### src/hw/rtl/mstr_pkg.sv
// Package of the multitouch slot tracker and re-encoder.
// Holds slot geometry, event codes, state codes and shared types.
// Used by mstr_ctrl and multitouch_slot_tracker_reencoder; depends on nothing.
`default_nettype none

package mstr_pkg;

  localparam int NUM_SLOTS   = 10;
  localparam int INJECT_SLOT = 9;
  localparam bit INJECT_OK   = INJECT_SLOT < NUM_SLOTS;
  localparam int SLOT_W      = (NUM_SLOTS > 1) ? $clog2(NUM_SLOTS) : 1;
  localparam int IDX_W       = $clog2(NUM_SLOTS + 1);

  localparam int ID_STRIDE    = 10;
  localparam int INJECT_TRACK = 19;
  localparam int DEV_MAX      = 4;

  localparam logic [4:0] T_SYN = 5'd0;
  localparam logic [4:0] T_KEY = 5'd1;
  localparam logic [4:0] T_ABS = 5'd3;

  localparam logic [9:0] C_SYN_FRAME       = 10'd0;
  localparam logic [9:0] C_SYN_MT_REPORT   = 10'd2;
  localparam logic [9:0] C_ABS_X           = 10'd0;
  localparam logic [9:0] C_ABS_Y           = 10'd1;
  localparam logic [9:0] C_MT_SLOT         = 10'd47;
  localparam logic [9:0] C_MT_X            = 10'd53;
  localparam logic [9:0] C_MT_Y            = 10'd54;
  localparam logic [9:0] C_MT_ID           = 10'd57;
  localparam logic [9:0] C_BTN_TOOL_FINGER = 10'd325;
  localparam logic [9:0] C_BTN_TOUCH       = 10'd330;

  localparam logic [31:0] LIFT_ID = 32'hFFFF_FFFF;

  localparam logic [0:0] CFG_READ_ONLY    = 1'd0;
  localparam logic [0:0] CFG_DEVICE_INDEX = 1'd1;

  typedef enum logic [1:0] {
    OP_RAW  = 2'd0,
    OP_DOWN = 2'd1,
    OP_UP   = 2'd2,
    OP_NOP  = 2'd3
  } opcode_e;

  typedef enum logic [2:0] {
    ST_IDLE,
    ST_UPD,
    ST_HEAD,
    ST_SCAN,
    ST_FINGER,
    ST_TAIL,
    ST_END
  } state_e;

  typedef struct packed {
    logic       read_only;
    logic [2:0] dev_index;
  } cfg_t;

  typedef struct packed {
    logic [15:0] x;
    logic [15:0] y;
    logic [6:0]  id;
  } slot_row_t;

  typedef struct packed {
    logic [4:0]         ev_type;
    logic [9:0]         ev_code;
    logic signed [31:0] ev_value;
    logic               last;
  } event_t;

endpackage

`default_nettype wire

### src/hw/rtl/mstr_ram.sv
// Generic single-write, single-read synchronous RAM with registered read data.
// Holds the per-slot rows of the tracker; depends on nothing.
`default_nettype none

module mstr_ram #(
  parameter int Width = 8,
  parameter int Depth = 16,
  parameter int AddrW = (Depth > 1) ? $clog2(Depth) : 1
) (
  input  wire logic             clk_i,
  input  wire logic             re_i,
  input  wire logic [AddrW-1:0] raddr_i,
  output logic      [Width-1:0] rdata_o,
  input  wire logic             we_i,
  input  wire logic [AddrW-1:0] waddr_i,
  input  wire logic [Width-1:0] wdata_i
);

  logic [Width-1:0] mem_q [Depth];
  logic [Width-1:0] rdata_q;

  always_ff @(posedge clk_i) begin
    if (we_i) begin
      mem_q[waddr_i] <= wdata_i;
    end
  end

  always_ff @(posedge clk_i) begin
    if (re_i) begin
      rdata_q <= mem_q[raddr_i];
    end
  end

  assign rdata_o = rdata_q;

endmodule

`default_nettype wire

### src/hw/rtl/mstr_ctrl.sv
// Slot tracker control: item capture, read-modify-write of slot rows,
// report sequencer and output register. Depends on mstr_pkg and mstr_ram.
`default_nettype none

module mstr_ctrl (
  input  wire logic                clk_i,
  input  wire logic                rst_ni,
  input  wire mstr_pkg::cfg_t      cfg_i,
  input  wire logic                in_valid_i,
  output logic                     in_stall_o,
  input  wire logic [1:0]          opcode_i,
  input  wire logic [4:0]          event_type_i,
  input  wire logic [9:0]          event_code_i,
  input  wire logic signed [31:0]  event_value_i,
  input  wire logic [15:0]         inject_x_i,
  input  wire logic [15:0]         inject_y_i,
  output logic                     out_valid_o,
  input  wire logic                out_stall_i,
  output mstr_pkg::event_t         out_ev_o
);

  localparam int SlotW = mstr_pkg::SLOT_W;
  localparam int IdxW  = mstr_pkg::IDX_W;
  localparam logic [SlotW-1:0] InjAddr  = SlotW'(mstr_pkg::INJECT_SLOT);
  localparam logic [IdxW-1:0]  IdxEnd   = IdxW'(mstr_pkg::NUM_SLOTS);
  localparam logic [31:0]      SlotLim  = 32'(mstr_pkg::NUM_SLOTS);
  localparam logic [6:0]       IdBase   = 7'(mstr_pkg::ID_STRIDE);
  localparam logic [6:0]       IdStep   = 7'(2 * mstr_pkg::ID_STRIDE);
  localparam logic [6:0]       InjTrack = 7'(mstr_pkg::INJECT_TRACK);
  localparam logic [2:0]       DevMax   = 3'(mstr_pkg::DEV_MAX);

  function automatic logic [15:0] sat16(input logic signed [31:0] v);
    logic [15:0] r;
    if (v[31]) begin
      r = 16'd0;
    end else if (v[30:16] != 15'd0) begin
      r = 16'hFFFF;
    end else begin
      r = v[15:0];
    end
    return r;
  endfunction

  mstr_pkg::state_e state_q, state_d;
  logic [2:0]       step_q, step_d;
  logic [IdxW-1:0]  idx_q, idx_d;

  mstr_pkg::opcode_e  op_q;
  logic [4:0]         type_q;
  logic [9:0]         code_q;
  logic signed [31:0] value_q;
  logic [15:0]        ix_q, iy_q;

  logic [SlotW-1:0]     cur_slot_q, cur_slot_d;
  logic                 cur_ok_q, cur_ok_d;
  logic                 awaiting_q, awaiting_d;
  logic [mstr_pkg::NUM_SLOTS-1:0] down_q, row_valid_q;
  logic                 rvalid_q;

  logic                 ram_re, ram_we;
  logic [SlotW-1:0]     ram_raddr, ram_waddr;
  logic [$bits(mstr_pkg::slot_row_t)-1:0] ram_rdata;
  mstr_pkg::slot_row_t  row_rd, row_wr;

  logic                 down_set, down_clr;
  logic                 in_fire, emit, emit_ok;
  mstr_pkg::event_t     ev, out_q;
  logic                 out_valid_q;
  logic [2:0]           dev_c;
  logic [6:0]           tid;
  logic                 any_down;

  mstr_ram #(
    .Width($bits(mstr_pkg::slot_row_t)),
    .Depth(mstr_pkg::NUM_SLOTS),
    .AddrW(SlotW)
  ) u_ram (
    .clk_i  (clk_i),
    .re_i   (ram_re),
    .raddr_i(ram_raddr),
    .rdata_o(ram_rdata),
    .we_i   (ram_we),
    .waddr_i(ram_waddr),
    .wdata_i(row_wr)
  );

  assign in_stall_o = (state_q != mstr_pkg::ST_IDLE);
  assign in_fire    = in_valid_i && !in_stall_o;
  assign emit_ok    = !out_valid_q || !out_stall_i;
  assign row_rd     = rvalid_q ? mstr_pkg::slot_row_t'(ram_rdata) : '0;
  assign dev_c      = (cfg_i.dev_index > DevMax) ? DevMax : cfg_i.dev_index;
  assign tid        = IdBase + 7'(7'(dev_c) * IdStep) + 7'(cur_slot_q);
  assign any_down   = |down_q;
  assign ram_waddr  = (op_q == mstr_pkg::OP_RAW) ? cur_slot_q : InjAddr;

  always_comb begin
    state_d    = state_q;
    step_d     = step_q;
    idx_d      = idx_q;
    cur_slot_d = cur_slot_q;
    cur_ok_d   = cur_ok_q;
    awaiting_d = awaiting_q;
    ram_re     = 1'b0;
    ram_raddr  = cur_slot_q;
    ram_we     = 1'b0;
    row_wr     = row_rd;
    down_set   = 1'b0;
    down_clr   = 1'b0;
    emit       = 1'b0;
    ev         = '0;

    case (state_q)
      mstr_pkg::ST_IDLE: begin
        if (in_fire) begin
          ram_re    = 1'b1;
          ram_raddr = (mstr_pkg::opcode_e'(opcode_i) == mstr_pkg::OP_RAW) ? cur_slot_q : InjAddr;
          state_d   = mstr_pkg::ST_UPD;
        end
      end

      mstr_pkg::ST_UPD: begin
        logic do_report;
        do_report = 1'b0;
        case (op_q)
          mstr_pkg::OP_RAW: begin
            if (type_q == mstr_pkg::T_ABS) begin
              case (code_q)
                mstr_pkg::C_MT_SLOT: begin
                  cur_slot_d = value_q[SlotW-1:0];
                  cur_ok_d   = 32'(value_q) < SlotLim;
                end
                mstr_pkg::C_MT_ID: begin
                  if (cur_ok_q) begin
                    if (32'(value_q) == mstr_pkg::LIFT_ID) begin
                      down_clr = 1'b1;
                    end else begin
                      down_set  = 1'b1;
                      row_wr.id = tid;
                      ram_we    = 1'b1;
                    end
                  end
                end
                mstr_pkg::C_MT_X: begin
                  if (cur_ok_q) begin
                    row_wr.id = tid;
                    row_wr.x  = sat16(value_q);
                    ram_we    = 1'b1;
                  end
                end
                mstr_pkg::C_MT_Y: begin
                  if (cur_ok_q) begin
                    row_wr.id = tid;
                    row_wr.y  = sat16(value_q);
                    ram_we    = 1'b1;
                  end
                end
                default: ;
              endcase
            end else if (type_q == mstr_pkg::T_SYN && code_q == mstr_pkg::C_SYN_FRAME) begin
              do_report = 1'b1;
            end
          end
          mstr_pkg::OP_DOWN: begin
            if (mstr_pkg::INJECT_OK) begin
              row_wr.x  = ix_q;
              row_wr.y  = iy_q;
              row_wr.id = InjTrack;
              ram_we    = 1'b1;
              down_set  = 1'b1;
            end
            do_report = 1'b1;
          end
          mstr_pkg::OP_UP: begin
            if (mstr_pkg::INJECT_OK) begin
              down_clr = 1'b1;
            end
            do_report = 1'b1;
          end
          default: ;
        endcase
        step_d  = 3'd0;
        idx_d   = '0;
        state_d = (do_report && !cfg_i.read_only) ? mstr_pkg::ST_HEAD : mstr_pkg::ST_IDLE;
      end

      mstr_pkg::ST_HEAD: begin
        if (any_down && awaiting_q) begin
          emit = 1'b1;
          ev.ev_type  = mstr_pkg::T_KEY;
          ev.ev_code  = (step_q == 3'd0) ? mstr_pkg::C_BTN_TOUCH : mstr_pkg::C_BTN_TOOL_FINGER;
          ev.ev_value = 32'sd1;
          if (emit_ok) begin
            if (step_q == 3'd1) begin
              awaiting_d = 1'b0;
              step_d     = 3'd0;
              state_d    = mstr_pkg::ST_SCAN;
            end else begin
              step_d = 3'd1;
            end
          end
        end else if (any_down) begin
          state_d = mstr_pkg::ST_SCAN;
        end else begin
          step_d  = 3'd0;
          state_d = mstr_pkg::ST_TAIL;
        end
      end

      mstr_pkg::ST_SCAN: begin
        ram_raddr = idx_q[SlotW-1:0];
        if (idx_q == IdxEnd) begin
          state_d = mstr_pkg::ST_END;
        end else if (down_q[idx_q[SlotW-1:0]]) begin
          ram_re  = 1'b1;
          step_d  = 3'd0;
          state_d = mstr_pkg::ST_FINGER;
        end else begin
          idx_d = idx_q + 1'b1;
        end
      end

      mstr_pkg::ST_FINGER: begin
        emit = 1'b1;
        ev.ev_type = mstr_pkg::T_ABS;
        case (step_q)
          3'd0: begin
            ev.ev_code  = mstr_pkg::C_ABS_X;
            ev.ev_value = {16'd0, row_rd.x};
          end
          3'd1: begin
            ev.ev_code  = mstr_pkg::C_ABS_Y;
            ev.ev_value = {16'd0, row_rd.y};
          end
          3'd2: begin
            ev.ev_code  = mstr_pkg::C_MT_X;
            ev.ev_value = {16'd0, row_rd.x};
          end
          3'd3: begin
            ev.ev_code  = mstr_pkg::C_MT_Y;
            ev.ev_value = {16'd0, row_rd.y};
          end
          3'd4: begin
            ev.ev_code  = mstr_pkg::C_MT_ID;
            ev.ev_value = {25'd0, row_rd.id};
          end
          default: begin
            ev.ev_type  = mstr_pkg::T_SYN;
            ev.ev_code  = mstr_pkg::C_SYN_MT_REPORT;
            ev.ev_value = 32'sd0;
          end
        endcase
        if (emit_ok) begin
          if (step_q == 3'd5) begin
            step_d  = 3'd0;
            idx_d   = idx_q + 1'b1;
            state_d = mstr_pkg::ST_SCAN;
          end else begin
            step_d = step_q + 3'd1;
          end
        end
      end

      mstr_pkg::ST_TAIL: begin
        emit = 1'b1;
        case (step_q)
          3'd0: begin
            ev.ev_type = mstr_pkg::T_SYN;
            ev.ev_code = mstr_pkg::C_SYN_MT_REPORT;
          end
          3'd1: begin
            ev.ev_type = mstr_pkg::T_KEY;
            ev.ev_code = mstr_pkg::C_BTN_TOUCH;
          end
          default: begin
            ev.ev_type = mstr_pkg::T_KEY;
            ev.ev_code = mstr_pkg::C_BTN_TOOL_FINGER;
          end
        endcase
        if (emit_ok) begin
          if (step_q == 3'd0 && awaiting_q) begin
            state_d = mstr_pkg::ST_END;
          end else if (step_q == 3'd2) begin
            awaiting_d = 1'b1;
            state_d    = mstr_pkg::ST_END;
          end else begin
            step_d = step_q + 3'd1;
          end
        end
      end

      mstr_pkg::ST_END: begin
        emit = 1'b1;
        ev.ev_type = mstr_pkg::T_SYN;
        ev.ev_code = mstr_pkg::C_SYN_FRAME;
        ev.last    = 1'b1;
        if (emit_ok) begin
          state_d = mstr_pkg::ST_IDLE;
        end
      end

      default: begin
        state_d = mstr_pkg::ST_IDLE;
      end
    endcase
  end

  always_ff @(posedge clk_i or negedge rst_ni) begin
    if (!rst_ni) begin
      state_q     <= mstr_pkg::ST_IDLE;
      step_q      <= 3'd0;
      idx_q       <= '0;
      cur_slot_q  <= '0;
      cur_ok_q    <= 1'b1;
      awaiting_q  <= 1'b1;
      down_q      <= '0;
      row_valid_q <= '0;
      rvalid_q    <= 1'b0;
      out_valid_q <= 1'b0;
    end else begin
      state_q    <= state_d;
      step_q     <= step_d;
      idx_q      <= idx_d;
      cur_slot_q <= cur_slot_d;
      cur_ok_q   <= cur_ok_d;
      awaiting_q <= awaiting_d;
      if (down_set) begin
        down_q[ram_waddr] <= 1'b1;
      end else if (down_clr) begin
        down_q[ram_waddr] <= 1'b0;
      end
      if (ram_we) begin
        row_valid_q[ram_waddr] <= 1'b1;
      end
      if (ram_re) begin
        rvalid_q <= row_valid_q[ram_raddr];
      end
      if (emit && emit_ok) begin
        out_valid_q <= 1'b1;
      end else if (!out_stall_i) begin
        out_valid_q <= 1'b0;
      end
    end
  end

  always_ff @(posedge clk_i) begin
    if (in_fire) begin
      op_q    <= mstr_pkg::opcode_e'(opcode_i);
      type_q  <= event_type_i;
      code_q  <= event_code_i;
      value_q <= event_value_i;
      ix_q    <= inject_x_i;
      iy_q    <= inject_y_i;
    end
    if (emit && emit_ok) begin
      out_q <= ev;
    end
  end

  assign out_valid_o = out_valid_q;
  assign out_ev_o    = out_q;

  a_we_in_upd: assert property (@(posedge clk_i) disable iff (!rst_ni)
    ram_we |-> state_q == mstr_pkg::ST_UPD)
    else $error("slot row written outside the update cycle");

  a_read_only_quiet: assert property (@(posedge clk_i) disable iff (!rst_ni)
    (state_q == mstr_pkg::ST_UPD && cfg_i.read_only) |=> state_q == mstr_pkg::ST_IDLE)
    else $error("report started in read-only mode");

  a_finger_done: assert property (@(posedge clk_i) disable iff (!rst_ni)
    (state_q == mstr_pkg::ST_FINGER && step_q == 3'd5 && emit_ok)
      |=> state_q == mstr_pkg::ST_SCAN)
    else $error("finger group did not return to scan");

  a_await_rise: assert property (@(posedge clk_i) disable iff (!rst_ni)
    $rose(awaiting_q) |-> $past(state_q) == mstr_pkg::ST_TAIL)
    else $error("first-down flag set outside release tail");

  a_scan_read: assert property (@(posedge clk_i) disable iff (!rst_ni)
    (state_q == mstr_pkg::ST_FINGER && $past(state_q) == mstr_pkg::ST_SCAN)
      |-> $past(ram_re))
    else $error("finger emitted without a row read");

endmodule

`default_nettype wire

### src/hw/rtl/multitouch_slot_tracker_reencoder.sv
// Top level of the multitouch slot tracker and re-encoder.
// Holds the configuration registers; depends on mstr_pkg and mstr_ctrl.
//
//   Input channel (in_valid_i / in_stall_o) carries one request: opcode,
//   event type, code, value and injected coordinates. Output channel
//   (out_valid_o / out_stall_i) carries emitted events; last_of_report_o
//   marks the closing sync event of a report.
//   A request that causes no report is accepted with the slot row read,
//   then the row write-back. A report then emits the touch and tool key
//   events on a touch start, scans every slot and emits a group of
//   position, id and sync events per down finger, or the no-finger tail,
//   and ends with the closing event; the slot RAM has a single read port
//   and the output register holds one event.
//   The next request is taken once the report sequencer returns to idle,
//   even while the last event still waits in the output register.
//   When the receiver stalls, the sequencer holds in its next emitting state and the event holds.
//   Reset clears all slot down flags and row valid bits, current slot 0,
//   first-down flag set; configuration returns to zero. Write
//   configuration through cfg_we_i only while the block is idle.
`default_nettype none

module multitouch_slot_tracker_reencoder (
  input  wire logic               clk_i,
  input  wire logic               rst_ni,
  input  wire logic               cfg_we_i,
  input  wire logic [0:0]         cfg_index_i,
  input  wire logic [2:0]         cfg_data_i,
  input  wire logic               in_valid_i,
  output logic                    in_stall_o,
  input  wire logic [1:0]         opcode_i,
  input  wire logic [4:0]         event_type_i,
  input  wire logic [9:0]         event_code_i,
  input  wire logic signed [31:0] event_value_i,
  input  wire logic [15:0]        inject_x_i,
  input  wire logic [15:0]        inject_y_i,
  output logic                    out_valid_o,
  input  wire logic               out_stall_i,
  output logic [4:0]              out_type_o,
  output logic [9:0]              out_code_o,
  output logic signed [31:0]      out_value_o,
  output logic                    last_of_report_o
);

  mstr_pkg::cfg_t   cfg_q;
  mstr_pkg::event_t out_ev;

  always_ff @(posedge clk_i or negedge rst_ni) begin
    if (!rst_ni) begin
      cfg_q <= '0;
    end else if (cfg_we_i) begin
      case (cfg_index_i)
        mstr_pkg::CFG_READ_ONLY:    cfg_q.read_only <= cfg_data_i[0];
        mstr_pkg::CFG_DEVICE_INDEX: cfg_q.dev_index <= cfg_data_i;
        default: ;
      endcase
    end
  end

  mstr_ctrl u_ctrl (
    .clk_i        (clk_i),
    .rst_ni       (rst_ni),
    .cfg_i        (cfg_q),
    .in_valid_i   (in_valid_i),
    .in_stall_o   (in_stall_o),
    .opcode_i     (opcode_i),
    .event_type_i (event_type_i),
    .event_code_i (event_code_i),
    .event_value_i(event_value_i),
    .inject_x_i   (inject_x_i),
    .inject_y_i   (inject_y_i),
    .out_valid_o  (out_valid_o),
    .out_stall_i  (out_stall_i),
    .out_ev_o     (out_ev)
  );

  assign out_type_o       = out_ev.ev_type;
  assign out_code_o       = out_ev.ev_code;
  assign out_value_o      = out_ev.ev_value;
  assign last_of_report_o = out_ev.last;

endmodule

`default_nettype wire

### config.mk
export PLATFORM = sky130hd
export DESIGN_NAME = multitouch_slot_tracker_reencoder
export DESIGN_NICKNAME = d
export VERILOG_FILES = /design/src/hw/rtl/mstr_pkg.sv /design/src/hw/rtl/mstr_ram.sv /design/src/hw/rtl/mstr_ctrl.sv /design/src/hw/rtl/multitouch_slot_tracker_reencoder.sv
export SDC_FILE = /design/constraint.sdc
export NUM_CORES = 1
export LEC_CHECK = 0
export ABC_AREA = 0
export BUFFER_PORTS_ARGS = -buffer_cell sky130_fd_sc_hd__buf_2
export CAP_MARGIN = 10
export CELL_PAD_IN_SITES_DETAIL_PLACEMENT = 1
export CELL_PAD_IN_SITES_GLOBAL_PLACEMENT = 1
export CORE_ASPECT_RATIO = 0.75
export CORE_MARGIN = 5
export CORE_UTILIZATION = 46
export DETAILED_ROUTE_END_ITERATION = 6
export PLACE_DENSITY_LB_ADDON = 0.1
export SLEW_MARGIN = 20
export SYNTH_ARGS = -nofsm -noshare
export SYNTH_HDL_FRONTEND = slang
export SYNTH_SLANG_ARGS = --single-unit
### constraint.sdc
create_clock -name clk_i -period 7.1 [get_ports clk_i]
set_input_delay 0.355 -clock clk_i [delete_from_list [all_inputs] [get_ports clk_i]]
set_output_delay 0.355 -clock clk_i [all_outputs]
set_load 0.1 [all_outputs]
# ---- Word-level counts from Yosys, hierarchy flattened
# Memory sizes are Yosys's and may differ from the RTL's. A register that Yosys moved wholly into a read port is not among the register bits.
# Cells that the tools add are included.
dict set report totals {
  wordCells 220
  reg_bits 171
  ramBits 390
  out_inout_bits 50
  mem_count 1
  in_bits 90
}
dict set report classes {
  n_addsub 4
  mul 1
  n_eq_ne 40
  order_cmp 6
  mux 105
  n_bitwise 5
  n_reduce_logical 36
}
# name words word_bits rd rd_clocked_by_memory_dff wr line_no
set mem_list {}
lappend mem_list {u_ctrl.u_ram.mem_q 10 39 1 1 1 mstr_ram.sv:19} ;# logic [Width-1:0] mem_q [Depth];
# cell n
set ops {}
lappend ops {{$pmux W38 S5} 1}
lappend ops {{$mux W39} 3}
lappend ops {{$mux W16} 5}
lappend ops {{$pmux W39 S2} 1}
lappend ops {{$mux W3} 24}
lappend ops {{$pmux W32 S2} 1}
lappend ops {{$mux W43} 1}
lappend ops {{$eq A10 B6 Y1 const B} 4}
lappend ops {{$pmux W12 S3} 1}
lappend ops {{$mux W1} 35}
lappend ops {{$eq A32 B32 Y1 const B} 1}
lappend ops {{$lt A32 B4 Y1 const B} 1}
lappend ops {{$mux W4} 8}
lappend ops {{$mux W23} 1}
lappend ops {{$ne A2 B1 Y1 const B} 11}
lappend ops {{$pmux W11 S2} 1}
lappend ops {{$mux W7} 3}
lappend ops {{$pmux W3 S7} 1}
lappend ops {{$pmux W7 S3} 1}
lappend ops {{$mux W10} 2}
lappend ops {{$or A10 B10 Y10} 2}
lappend ops {{$reduce_and A9 Y1} 2}
lappend ops {{$pmux W1 S2} 8}
lappend ops {{$eq A3 B3 Y1 const B} 5}
lappend ops {{other kinds (46)} 74}

# ---- Depth between registers and ports, before layout
dict set report depth {
  depth_word 11
  depth_mapped 10
  mapped_depth_nobuf 8
}

# ---- Hierarchy
# From an unflattened synthesis, not the netlist that was laid out.
dict set report unflattened {
  cells_unflattened 1616
  area_unflattened_um2 24684.9
}
# mod cells_each area_each_um2 seq_area_each_um2 instances
set modules_own_cells {}
lappend modules_own_cells {mstr_ram 847 16575.9 12882.4 1}
lappend modules_own_cells {mstr_ctrl 759 7950.1 4136.5 1}
lappend modules_own_cells {multitouch_slot_tracker_reencoder 10 158.9 100.1 1}

# ---- Worst setup path after synthesis
# OpenSTA, ideal clock, no wires.
dict set report synth_timing {
  path_kind {register to register}
  startpoint {register u_ctrl.state_q[1]}
  endpoint {register u_ctrl.u_ram.rdata_q[28], in the netlist u_ctrl.u_ram.rdata_o[28] (read register of u_ctrl.u_ram.mem_q), data pin}
  setup_ns 0.174
  period_less_slack_ns 6.969
  t_arrival_ns 6.795
  required_time_ns 6.926
  n_path_buf 3
  path_stages_with_launch 10
  path_slack_ns 0.131
  path_cell_list {dfrtp_1 -> nor4b_2 -> o21ai_1 -> buf_2 -> nand4_1 -> buf_2 -> buf_2 -> a211oi_1 -> a221o_1 -> a311oi_1}
}
dict set report synth_between {
  elab_chain_len 5
  elab_cells_between_ends 9
  classes_between {1 x eq/ne; 4 x mux; 4 x reduce/logical}
}
# item line_no
set synth_rtl {}
lappend synth_rtl {{from (decl)} mstr_ctrl.sv:44} ;# mstr_pkg::state_e state_q, state_d;
lappend synth_rtl {{from (signal assigned)} mstr_ctrl.sv:309} ;# state_q <= mstr_pkg::ST_IDLE;
lappend synth_rtl {{from (signal assigned)} mstr_ctrl.sv:320} ;# state_q <= state_d;
lappend synth_rtl {{$reduce_bool A3 Y1 *} mstr_ctrl.sv:87} ;# assign in_stall_o = (state_q != mstr_pkg::ST_IDLE);
lappend synth_rtl {{$logic_not A1 Y1 *} mstr_ctrl.sv:88} ;# assign in_fire = in_valid_i && !in_stall_o;
lappend synth_rtl {{$logic_and A1 B1 Y1 *} mstr_ctrl.sv:88}
lappend synth_rtl {{named net u_ctrl.in_fire} mstr_ctrl.sv:66} ;# logic in_fire, emit, emit_ok;
lappend synth_rtl {{$mux W4 or $mux W1 (tied branches)} mstr_ctrl.sv:114} ;# if (in_fire) begin
lappend synth_rtl {{$pmux W4 S2 or $pmux W1 S2 (tied branches)} mstr_ctrl.sv:112} ;# case (state_q)
lappend synth_rtl {{to (decl)} mstr_ram.sv:20} ;# logic [Width-1:0] rdata_q;
# Mark *: on every way through the listed nets, which the timed path passes. The rest lies on a longest branch.
# A chain may end at the register's enable or synchronous reset.

# ---- Final worst setup path
dict set report layout_timing {
  startpoint {register u_ctrl.state_q[0]}
  endpoint {register u_ctrl.u_ram.rdata_q[21], in the netlist u_ctrl.u_ram.rdata_o[21] (read register of u_ctrl.u_ram.mem_q), data pin}
}
dict set report layout_between {
  elab_chain_len 5
  elab_cells_between_ends 9
  classes_between {1 x eq/ne; 4 x mux; 4 x reduce/logical}
}
# item line_no
set layout_rtl {}
lappend layout_rtl {{$reduce_bool A3 Y1} mstr_ctrl.sv:87}
lappend layout_rtl {{$logic_not A1 Y1} mstr_ctrl.sv:88}
lappend layout_rtl {{$logic_and A1 B1 Y1} mstr_ctrl.sv:88}
lappend layout_rtl {{$mux W4 or $mux W1 (tied branches)} mstr_ctrl.sv:114}
lappend layout_rtl {{$pmux W4 S2 or $pmux W1 S2 (tied branches)} mstr_ctrl.sv:112}
# Parallel ways exist; a longest one is shown, timed or not.

==> impl_metrics.py <==
metrics = {
    "hold_path": {
        "hold_path.class": "input port to register",
        "holdPathStages": 3,
    },
    "place": {
        "place.gp.congestion": 0.831,
        "port_buffers": 118,
        "dpl.hpwl_um": 42800,
    },
    "synth": {
        "yosysSeqAreaShare_pct": 70.9,
        "synth-edff-count": 535,
        "syn_avg_cell_area_um2": 14.4,
        "yosysUniqueCellTypes": 74,
        "syn_area_um2": 24100,
        "synth_xor_area_share_pct": 0.145,
        "synth-main-ff-cell": "edfxtp_1",
        "synth_top_family_by_area": "compound AO/OA/AOI/OAI gates",
        "synthAdderAreaFrac_pct": 0.861,
        "ys_warn_count": 0,
        "yosys_register_bits": 577,
        "synthArstFlopShare_pct": 7.28,
        "synth_mux_area_share_pct": 4.86,
        "synth_compound_area_share_pct": 10.8,
        "synthSimpleGateAreaFrac_pct": 9.15,
        "synthCells": 1676,
    },
    "global_routing": {
        "grt_max_degree": 65,
        "gr-usage-all-layers_pct": 25.7,
        "grt_pass1_vias": 16700,
        "overflow": 0,
        "grt_pass1_wl_um": 110000,
        "antenna_found_initial": 1,
    },
    "die": {
        "pin_count": 140,
        "die_area_um2": 57200,
        "num_rows": 72,
        "initial_core_util_pct": 46.7,
        "die_y_um": 208,
        "die_w_um": 274,
        "coreArea_um2": 51700,
    },
    "critical_path": {
        "start_kind": "register",
        "cp-end-kind": "register",
        "critPathRequiredTime_ps": 7530,
        "reg2regPathDepth": 7,
        "worstPathMaxFanout": 43,
        "crit_type": "register to register",
        "cp.arrival_ps": 4840,
    },
    "routing": {
        "drt-initial-drc-count": 1916,
        "drc": 0,
        "wirelength_um": 75000,
        "detail_route.wl_per_cell_um": 28.7,
        "via_per_inst": 6.15,
        "firstDrtPassIters": 5,
        "via_count": 16100,
        "highest-signal-layer": "met4",
        "route.met3.wl_um": 5690,
        "wl_met1_um": 32600,
        "drtAntennaViolNets": 0,
        "wl_met2_um": 34500,
    },
    "sta": {
        "maxSlewHeadroom_pct": 28.2,
        "rsz0062_at_grt": "false",
        "timing.final.crit_share_pct": 62.1,
        "finalHoldViolCount": 0,
        "setup_violations": 0,
        "period_needed_ps": 4410,
        "finalSetupTns_ps": 0,
        "fmax_mhz": 227,
        "fin_skew_ps": 23.6,
        "drv_slew": 0,
        "tightest_slew_ps": 1080,
    },
    "final_layout": {
        "layout.cells.most_common_list": "edfxtp_1, nand2_1, buf_2, mux2i_1, nand3_1",
        "n_fill_cell": 5044,
        "final_common_cell": "edfxtp_1",
        "drive_above_1_share_pct": 15.2,
        "nets": 1965,
        "synthToLayoutAreaGrowth_pct": 17.2,
    },
    "clocking": {
        "cts_root_buf": "clkbuf_16",
        "cts_setup_buffers": 0,
        "htree_levels": 2,
        "clkLatencyLatePin_ps": 620,
        "post_cts_resized": 0,
        "cts_tree": "done",
        "clk_path_buf_depth": 3,
        "cts_made_buffers": 56,
        "cts_sinks": 577,
        "path_clk_slew_ps": 60,
    },
    "pwr": {
        "power_density_nw_per_um2": 370,
        "finalPower_w": 0.0105,
        "leakagePower_nw": 9.58,
        "peakVddDrop_mv": 0.320,
    },
    "outcome": {
        "status": "finished, final reports clean",
    },
    "run": {
        "drv_cap": 0,
    },
}
[cell families (layout without fill, tap and decap cells)]
kind of cell	Yosys count	after routing
compound gates	358	358
xor+xnor	4	4
simple gates	445	445
buf+inv	161	370
flops	577	577
mux	114	114
fa+ha+maj	16	16
other cells	1	23
[what timing repair did]
item / 4_1_cts / 5_1_grt
setup endpoints to repair: 0 / 0
hold buffers: 86 / 0
endpoints found under the hold margin: 126 / 0
[registers in the layout (all words and copies together) (netlist names), 10 cells and up, named ones only]
register,count
u_ctrl.u_ram.mem_q,390
u_ctrl.u_ram.rdata_o,39
u_ctrl.value_q,32
u_ctrl.out_ev_o,25
u_ctrl.ix_q,16
u_ctrl.iy_q,16
u_ctrl.code_q,10
u_ctrl.row_valid_q,10
[per-stage QoR]
step | setup slack, ps | cell area [um2] | hold slack [ps] | util (%) | std cells
final | 2690 | 28300 | 116 | 54.7 | 2610
after floorplan | 131 | 24200 | 59.4 | - | 1696
after global placement | 2900 | 25400 | 452 | 49.2 | 2417
after global routing | 2470 | 28300 | 115 | 54.7 | 2608
after CTS | 2720 | 28200 | 88.0 | 54.6 | 2607
after detailed placement | 2740 | 25400 | 453 | 49.2 | 2417
[layer usage]
layer  vias up  global-route usage (%)
met5         -                       0
met2       678                    39.7
li1       6967                       -
met4         0                    8.21
met3       124                    4.60
met1      8293                    37.4
[worst max-delay path, cell delays in order (launching register included)]
cell and delay (ps):
dfrtp_1 800, and3b_1 580, mux2_4 620, and2_4 760, buf_4 590, mux2i_1 170, a221o_1 380, a311oi_1 270
[worst paths after layout]
path                                                    from                                 end  slack [ps]
hold / removal                                   cfg_index_i                cfg_q[3]$_DFFE_PN0P_         120
min in group asynchronous                             rst_ni      u_ctrl.out_valid_o$_DFFE_PN0P_         300
max in group asynchronous                             rst_ni         u_ctrl.cur_ok_q$_DFFE_PN1P_        6230
setup / recovery               u_ctrl.state_q[0]$_DFFE_PN0P_  u_ctrl.u_ram.rdata_o[21]$_DFFE_PP_        2690
setup reg to reg               u_ctrl.state_q[0]$_DFFE_PN0P_  u_ctrl.u_ram.rdata_o[21]$_DFFE_PP_        2690
hold reg to reg            u_ctrl.row_valid_q[2]$_DFFE_PN0N_   u_ctrl.row_valid_q[2]$_DFFE_PN0N_         480
[cell type report]
cell class	instances	area [um2]	share of cell area [%]
flip-flops and latches	577	17100	60.5
multi-input cells	958	6490	23.0
repair buffers	239	1730	6.13
clock buffers	62	1420	5.03
well taps	703	880	3.11
clock inverters	42	522	1.84
inverters	27	101	0.358
diodes	2	5.00	0.0177
[cell usage after synthesis (all sizes together), types with 7 or more instances]
| master | instances | share of area, % |
|---|---|---|
| a221o | 38 | 1.6 |
| a21oi | 29 | 0.60 |
| mux2 | 13 | 0.62 |
| nor2b | 9 | 0.23 |
| nor3 | 23 | 0.48 |
| mux2i | 100 | 4.1 |
| nand2b | 7 | 0.18 |
| a22oi | 8 | 0.25 |
| inv | 27 | 0.42 |
| a31oi | 46 | 1.2 |
| a311oi | 38 | 1.4 |
| nand3 | 95 | 2.0 |
| nor2 | 70 | 1.1 |
| and2 | 8 | 0.21 |
| o22ai | 41 | 1.1 |
| nor4 | 13 | 0.34 |
| a211oi | 41 | 1.3 |
| nand2 | 123 | 1.9 |
| clkbuf | 84 | 1.3 |
| buf | 50 | 1.5 |
| ha | 15 | 0.78 |
| o211ai | 29 | 0.90 |
| and3 | 44 | 1.1 |
| o21bai | 15 | 0.47 |
| or2 | 14 | 0.36 |
| o31ai | 8 | 0.25 |
| nand4 | 18 | 0.47 |
| o21ai | 35 | 0.73 |
| edfxtp | 535 | 67 |
| dfrtp | 40 | 4.1 |
[report_power, final]
part           total (W)  switching, W  internal (W)
clock            0.00317       0.00132       0.00185
sequential       0.00483      0.000325       0.00450
combinational    0.00246       0.00187      0.000587
total             0.0105       0.00352       0.00694
No activity file was read; power rests on OpenSTA's default activity.
